File: src/rtl/core/mailbox_table_engine_defines.svh
// assertion macros shared by the mailbox table engine modules
`ifndef MAILBOX_TABLE_ENGINE_DEFINES_SVH
`define MAILBOX_TABLE_ENGINE_DEFINES_SVH
`ifndef SYNTH
// same-cycle implication, checked outside reset
`define MTE_ASSERT_NOW(label, clk, rst_n, ante, cons) \
    label: assert property (@(posedge clk) disable iff (!(rst_n)) (ante) |-> (cons)) \
        else $error("mailbox table engine check failed");
// next-cycle implication, checked outside reset
`define MTE_ASSERT_NEXT(label, clk, rst_n, ante, cons) \
    label: assert property (@(posedge clk) disable iff (!(rst_n)) (ante) |=> (cons)) \
        else $error("mailbox table engine check failed");
`else
`define MTE_ASSERT_NOW(label, clk, rst_n, ante, cons)
`define MTE_ASSERT_NEXT(label, clk, rst_n, ante, cons)
`endif
`endif

File: src/rtl/core/mte_pkg.sv
// shared types, codes and defaults of the mailbox table engine
package mte_pkg;

    // default sizes
    localparam int NUM_BOXES_DEF   = 1024;
    localparam int QUEUE_DEPTH_DEF = 3;
    localparam int MAX_LENGTH_DEF  = 256;

    // fixed field widths
    localparam int FUNC_W    = 2;
    localparam int ID_W      = 10;
    localparam int WORD_W    = 64;
    localparam int LEN_W     = 12;
    localparam int STATUS_W  = 2;
    localparam int S_TDATA_W = 88;

    // depth of the command queue between front and back
    localparam int CMDQ_DEPTH = 2;

    // command codes
    localparam logic [FUNC_W-1:0] FN_REGISTER = 2'd0;
    localparam logic [FUNC_W-1:0] FN_SEND     = 2'd1;
    localparam logic [FUNC_W-1:0] FN_RECEIVE  = 2'd2;
    localparam logic [FUNC_W-1:0] FN_UNKNOWN  = 2'd3;

    // result status codes
    localparam logic [STATUS_W-1:0] ST_OK      = 2'd0;
    localparam logic [STATUS_W-1:0] ST_FAIL    = 2'd1;
    localparam logic [STATUS_W-1:0] ST_NOMATCH = 2'd2;

    // command class decided by the front
    typedef enum logic [2:0] {
        KIND_NOMATCH = 3'd0,
        KIND_FAIL    = 3'd1,
        KIND_REG     = 3'd2,
        KIND_SEND    = 3'd3,
        KIND_RECV    = 3'd4
    } t_kind;

    // classified command handed from front to back
    typedef struct packed {
        t_kind              kind;
        logic [ID_W-1:0]    box_id;
        logic               want_queue;
        logic [WORD_W-1:0]  payload;
    } t_cmd;

endpackage

File: src/rtl/core/mte_front.sv
// command intake: accepts transactions, classifies them and queues them for the back end
`include "mailbox_table_engine_defines.svh"
module mte_front #(
    parameter int NUM_BOXES  = mte_pkg::NUM_BOXES_DEF,
    parameter int MAX_LENGTH = mte_pkg::MAX_LENGTH_DEF
) (
    input  logic                         i_clk,
    input  logic                         i_rst_n,
    input  logic                         s_axis_tvalid,
    output logic                         s_axis_tready,
    input  logic [mte_pkg::S_TDATA_W-1:0] s_axis_tdata,
    input  logic [mte_pkg::FUNC_W-1:0]   s_axis_tuser,
    input  logic                         i_clear_done,
    output logic                         o_cmd_valid,
    output mte_pkg::t_cmd                o_cmd,
    input  logic                         i_cmd_pop
);

    localparam logic [31:0] BOX_LIMIT = 32'(NUM_BOXES);
    localparam logic [31:0] LEN_LIMIT = 32'(MAX_LENGTH);
    localparam int          CNT_W     = $clog2(mte_pkg::CMDQ_DEPTH + 1);
    localparam int          PTR_W     = $clog2(mte_pkg::CMDQ_DEPTH);

    logic [mte_pkg::ID_W-1:0]   w_box_id;
    logic                       w_want_queue;
    logic [mte_pkg::WORD_W-1:0] w_payload;
    logic [mte_pkg::LEN_W-1:0]  w_length;
    logic                       w_out_of_range;
    logic                       w_too_long;
    mte_pkg::t_cmd              w_cmd;
    logic                       w_push;

    mte_pkg::t_cmd              r_q [mte_pkg::CMDQ_DEPTH];
    logic [PTR_W-1:0]           r_wr_ptr;
    logic [PTR_W-1:0]           n_wr_ptr;
    logic [PTR_W-1:0]           r_rd_ptr;
    logic [PTR_W-1:0]           n_rd_ptr;
    logic [CNT_W-1:0]           r_count;
    logic [CNT_W-1:0]           n_count;

    // unpack the transaction fields
    assign w_box_id     = s_axis_tdata[9:0];
    assign w_want_queue = s_axis_tdata[10];
    assign w_payload    = s_axis_tdata[74:11];
    assign w_length     = s_axis_tdata[86:75];

    assign w_out_of_range = 32'(w_box_id) >= BOX_LIMIT;
    assign w_too_long     = 32'(w_length) > LEN_LIMIT;

    // classify the command
    always_comb begin
        w_cmd.box_id     = w_box_id;
        w_cmd.want_queue = w_want_queue;
        w_cmd.payload    = w_payload;
        case (s_axis_tuser)
            mte_pkg::FN_REGISTER: begin
                w_cmd.kind = w_out_of_range ? mte_pkg::KIND_FAIL : mte_pkg::KIND_REG;
            end
            mte_pkg::FN_SEND: begin
                w_cmd.kind = (w_out_of_range || w_too_long) ? mte_pkg::KIND_FAIL
                                                            : mte_pkg::KIND_SEND;
            end
            mte_pkg::FN_RECEIVE: begin
                w_cmd.kind = w_out_of_range ? mte_pkg::KIND_FAIL : mte_pkg::KIND_RECV;
            end
            default: begin
                w_cmd.kind = mte_pkg::KIND_NOMATCH;
            end
        endcase
    end

    // queue control
    assign s_axis_tready = i_clear_done && (r_count != CNT_W'(mte_pkg::CMDQ_DEPTH));
    assign w_push        = s_axis_tvalid && s_axis_tready;
    assign o_cmd_valid   = r_count != '0;
    assign o_cmd         = r_q[r_rd_ptr];

    always_comb begin
        n_wr_ptr = r_wr_ptr;
        n_rd_ptr = r_rd_ptr;
        n_count  = r_count;
        if (w_push) begin
            n_wr_ptr = (r_wr_ptr == PTR_W'(mte_pkg::CMDQ_DEPTH - 1)) ? '0 : r_wr_ptr + 1'b1;
        end
        if (i_cmd_pop) begin
            n_rd_ptr = (r_rd_ptr == PTR_W'(mte_pkg::CMDQ_DEPTH - 1)) ? '0 : r_rd_ptr + 1'b1;
        end
        if (w_push && !i_cmd_pop) begin
            n_count = r_count + 1'b1;
        end else if (!w_push && i_cmd_pop) begin
            n_count = r_count - 1'b1;
        end
    end

    always_ff @(posedge i_clk) begin
        if (!i_rst_n) begin
            r_wr_ptr <= '0;
            r_rd_ptr <= '0;
            r_count  <= '0;
        end else begin
            r_wr_ptr <= n_wr_ptr;
            r_rd_ptr <= n_rd_ptr;
            r_count  <= n_count;
        end
    end

    // queue entries
    always_ff @(posedge i_clk) begin
        if (w_push) begin
            r_q[r_wr_ptr] <= w_cmd;
        end
    end

    // checks
    `MTE_ASSERT_NOW(a_q_bound, i_clk, i_rst_n, 1'b1, r_count <= CNT_W'(mte_pkg::CMDQ_DEPTH))
    `MTE_ASSERT_NOW(a_pop_nonempty, i_clk, i_rst_n, i_cmd_pop, r_count != '0)

endmodule

File: config.mk
export PLATFORM = sky130hd
export DESIGN_NAME = mte_front
export DESIGN_NICKNAME = d
export VERILOG_FILES = /design/src/rtl/core/mte_pkg.sv /design/src/rtl/core/mte_front.sv
export VERILOG_INCLUDE_DIRS = /design/src /design/src/rtl/core
export SDC_FILE = /design/constraint.sdc
export NUM_CORES = 1
export LEC_CHECK = 0
export BUFFER_PORTS_ARGS = -buffer_cell sky130_fd_sc_hd__clkbuf_2
export CAP_MARGIN = 20
export CORE_MARGIN = 2
export CORE_UTILIZATION = 43
export CTS_CLUSTER_DIAMETER = 50
export DETAILED_ROUTE_END_ITERATION = 8
export MAX_ROUTING_LAYER = met4
export PLACE_DENSITY = 0.69
export SLEW_MARGIN = 5
export SYNTH_ARGS = -nofsm -noshare
export SYNTH_HDL_FRONTEND = slang
export SYNTH_SLANG_ARGS = --single-unit
File: constraint.sdc
create_clock -name i_clk -period 11.58 [get_ports i_clk]
set_input_delay 0.579 -clock i_clk [delete_from_list [all_inputs] [get_ports i_clk]]
set_output_delay 0.579 -clock i_clk [all_outputs]
set_load 0.02 [all_outputs]
Word-level counts from Yosys, hierarchy flattened
Memories as Yosys holds them, arrays and structs flattened. A register that Yosys moved wholly into a read port is not among the register bits.
Index checks and enable logic that the tools add are counted.
Widths: inputs -> output; s select.
{"block": "word_totals", "out_inout_bits": 80, "ram_bits": 156, "in_bits": 95, "wordCells": 31, "n_memories": 1, "ff_bits": 4}
{"memory": "r_q", "depth": 2, "word_bits": 78, "read_ports": 1, "rd_clocked_by_memory_dff": 1, "write_ports": 1, "line_no": "mte_front.sv:33", "text": "mte_pkg::t_cmd r_q [mte_pkg::CMDQ_DEPTH];"}
{"block": "classes", "magnitude_cmp": 1, "eq_ne": 3, "mux": 10, "reduce_logical": 9, "n_addsub": 4}
{"cell": "$gt 12x9->1 const B", "count": 1}
{"cell": "$pmux 3 s3", "count": 1}
{"cell": "$mux 1", "count": 6}
{"cell": "$mux 2", "count": 3}
{"cell": "$logic_and 1x1->1", "count": 4}
{"cell": "$reduce_bool 2->1", "count": 2}
{"cell": "$add 1x1->1 const B", "count": 2}
{"cell": "$add 2x1->2 const B", "count": 1}
{"cell": "$eq 2x1->1 const B", "count": 1}
{"cell": "$eq 2x2->1 const B", "count": 1}
{"cell": "$logic_not 1->1", "count": 2}
{"cell": "$logic_not 2->1", "count": 1}
{"cell": "$ne 2x2->1 const B", "count": 1}
{"cell": "$sub 2x1->2 const B", "count": 1}

Longest topological paths before layout
{"block": "logic_depth", "ltp_word": 7, "mapped_depth": 7, "depth_no_buf": 7}

Least setup slack after synthesis
No wires, ideal clock.
{"block": "synth_timing", "path_kind": "in2reg", "from": "in i_clear_done", "to": "mem r_q[0][0] in the netlist's numbering (enable)", "path_buffers": 0, "stages": 2, "t_arrival_ns": 4.016, "t_required_ns": 11.065, "setup_ns": 0.515, "setup_slack_ns": 7.049, "cell_sequence": "o211ai_1 > nor2_1"}
{"block": "synth_between", "elab_chain_cells": 4}
{"element": "from (decl)", "line_no": "mte_front.sv:13", "text": "input logic i_clear_done,"}
{"element": "$logic_and 1x1->1", "line_no": "mte_front.sv:73", "text": "assign s_axis_tready = i_clear_done && (r_count != CNT_W'(mte_pkg::CMDQ_DEPTH));"}
{"element": "$logic_and 1x1->1", "line_no": "mte_front.sv:74", "text": "assign w_push = s_axis_tvalid && s_axis_tready;"}
{"element": "$mux 1", "line_no": "mte_front.sv:109", "text": "if (w_push) begin"}
{"element": "$mux 1 (not written as such)", "line_no": "mte_front.sv:110", "text": "r_q[r_wr_ptr] <= w_cmd;"}
{"element": "to (decl)", "line_no": "mte_front.sv:33"}
Every way passes these cells.

==> summary.txt <==
Outcome
  • Outcome: finished, final reports clean

Critical path
  • Critical path fanouts, max: 40
  • Crit. End Element: output pin
  • Setup CP Type: flop to output pin
  • Critical Path Max Stage Delay: 0.71 ns
  • CP Cell Sequence: buf_16 -> mux2_2 -> clkbuf_2
  • Worst path arrival time: 2.02 ns
  • Crit-path slowest cell: dfxtp_4
  • Crit path launch type: flop
  • Critical Path RT: 11.00 ns

Timing
  • Final hold vios: 0
  • Slew @ Worst Pin: 0.6506 ns
  • RSZ-0062 raised after global routing: no
  • Final setup violation count: 0
  • Worst slew margin: 0.5643
  • Crit path time final: 2.595 ns
  • Hold Slack: 0.3517 ns
  • Max Slew Vio Count: 0
  • Total negative setup slack: 0 ns
  • Top achievable clock speed: 385.3 MHz
  • Worst Skew: 0.005100 ns
  • Fin crit share: 0.2241

Route
  • Routed wire length: 10200 um
  • Vias/cell: 4.770
  • Pre-Repair DR Iteration Count: 4
  • Mean routed wirelength per cell: 15.53 um
  • Routed vias: 3134
  • Initial DRC count: 173
  • Post-DRT Antenna Nets: 0
  • # DRC: 0

Synthesis
  • Synthesized instance count: 278
  • Top-area cell type share of the netlist area: 0.7816
  • Post-synth EDFFs: 156
  • Yosys reg bits: 161
  • Synth Flop Type: edfxtp_1
  • Sequential share of the synthesized area: 0.7983
  • Most frequent cell after synthesis: edfxtp_1
  • Library cells used by synthesis: 23
  • Post-synth ARST share: 0
  • Mapped Area: 0.005993 mm^2
  • YS warnings: 0
  • Synth top area cells: edfxtp_1, mux2_2, mux2_4, dfxtp_1, buf_6
  • Avg Cell Area, Syn: 21.56 um^2
  • Mapped Nets: 374
  • Cell taking the most area after synthesis: edfxtp_1
  • Commonest cells in the netlist: edfxtp_1, mux2_2, mux2_4

GRT
  • Gr busiest metal: met2
  • Largest net degree at the start of global routing: 42
  • Global-route wire length before repair: 15190 um
  • Initial antenna violation count: 0
  • Vias in the first global route: 3239
  • Gr usage total: 0.1431
  • Met3 Use GR: 0.04120
  • Met1 Track Usage GR: 0.1547
  • Met2 Use GR: 0.2392
  • Gr ovfl total: 0

Worst hold path
  • Worst hold path class: input pin to flop

Die
  • Core ar.: 0.01377 mm^2
  • Full die area: 0.01490 mm^2
  • Die height: 122.1 um
  • Cell Rows: 43
  • Die width: 122.1 um
  • Initial core utilization: 0.4351
  • # IOs: 175

Clock tree
  • Clk root buf: clkbuf_16
  • Post-CTS Hold Buffers: 0
  • Clk_lat worst skew: 0.41 ns
  • CTS H-tree lvls: 4
  • CTS tree: done
  • CTS Buffer Depth: 2
  • Post-CTS Setup Inserts: 0
  • Total CTS buffers: 17
  • CTS resizes: 0
  • # clock sinks: 161
  • Reg clk slew, reported paths: 0.06 ns

Job
  • Max Cap Viol: 0

Pwr
  • P_leak: 2.960 nW
  • PwrDens: 179.5 mW/mm^2
  • Peak VDD IR: 0.00007392 V

Cells and area
  • Area Growth Syn to Fin: 28.29%
  • Fin nets: 562
  • Antenna cells: 0
  • Layout cells sized above 1: 0.5996

Placed design
  • GP Congestion: 0.7313
  • DP HPWL: 6827 um
  • I/O Buffers: 173
## routing by layer
layer / part of all wire / wire length (um)
met1: 0.39 / 4014
met5: 0 / 0
met2: 0.53 / 5389
met3: 0.053 / 542
met4: 0.025 / 257
## worst paths after layout
| kind | start | endpoint | slack (ns) | cells past startpoint |
|---|---|---|---|---|
| worst max-delay path | flop | o_cmd[10] | 8.98 | 3 |
| worst min-delay path | s_axis_tdata[1] | r_q[0][66]$_DFFE_PP_ | 0.35 | 1 |
| worst max register to register | r_count[0]$_SDFFE_PN0P_ | r_q[1][56]$_DFFE_PP_ | 9.33 | 4 |
| worst min register to register | r_count[1]$_SDFFE_PN0P_ | r_count[1]$_SDFFE_PN0P_ | 0.52 | 2 |
## power breakdown
part	total (mW)	internal (mW)	switching [mW]	leakage, nW
logic	0.157	0.0694	0.0879	1.22
registers	0.684	0.671	0.0128	1.47
clock network	0.539	0.333	0.206	0.272
total	1.38	1.07	0.306	2.96
## logic make-up (layout without fill, tap and decap cells)
group	Yosys count	count (layout)	share of synthesized area
fa+ha+maj	1	1	0.002087
flops	161	161	0.7983
mux	79	79	0.1608
compound gates	6	6	0.007517
xor+xnor	3	3	0.004385
buf+inv	14	213	0.01482
simple gates	14	14	0.01211
## layout by cell type (no fill, tap or decap), types with 3 or more instances in the layout
| cell | n |
|---|---|
| dfxtp_1 | 4 |
| clkinv_2 | 3 |
| edfxtp_1 | 156 |
| clkinvlp_4 | 3 |
| clkbuf_2 | 173 |
| clkbuf_16 | 17 |
| and2_1 | 3 |
| bufinv_16 | 3 |
| mux2_4 | 20 |
| inv_1 | 5 |
| mux2_2 | 58 |
| nand2_1 | 4 |
## cell type report
class / count / area, um^2
clock inverters: 12 / 143.9
fillers: 1104 / 6085
well taps: 180 / 225.2
clock buffers: 18 / 429.2
multi-input cells: 103 / 1135
flip-flops and latches: 161 / 4788
inverters: 5 / 18.77
repair buffers: 178 / 948.4
## sequential cells by signal, indices dropped and copies added, names as in the netlist, named ones only
name,count
r_rd_ptr,1
r_count,2
r_wr_ptr,1
r_q,156
## worst max-delay path, delay by kind of cell (launching register included)
family                 cells  cell delay, ns
muxes                      1            0.37
buffers and inverters      2            0.47
DFF                        1            0.71
## through the flow
step / cells / worst slack, ns / util / instance area (um^2) / power [mW]
finish: 657 / 8.985 / 0.5582 / 7689 / 1.380
global route: 657 / 8.866 / 0.5582 / 7689 / 1.431
CTS: 655 / 8.861 / 0.5553 / 7649 / 1.396
detailed placement: 625 / 8.606 / 0.5137 / 7076 / 0.8550
global placement: 624 / 8.655 / 0.5117 / 7048 / 0.8490
floorplan: 278 / 7.049 / - / 5993 / 0.7985
No activity file was read; power rests on OpenSTA's default activity.
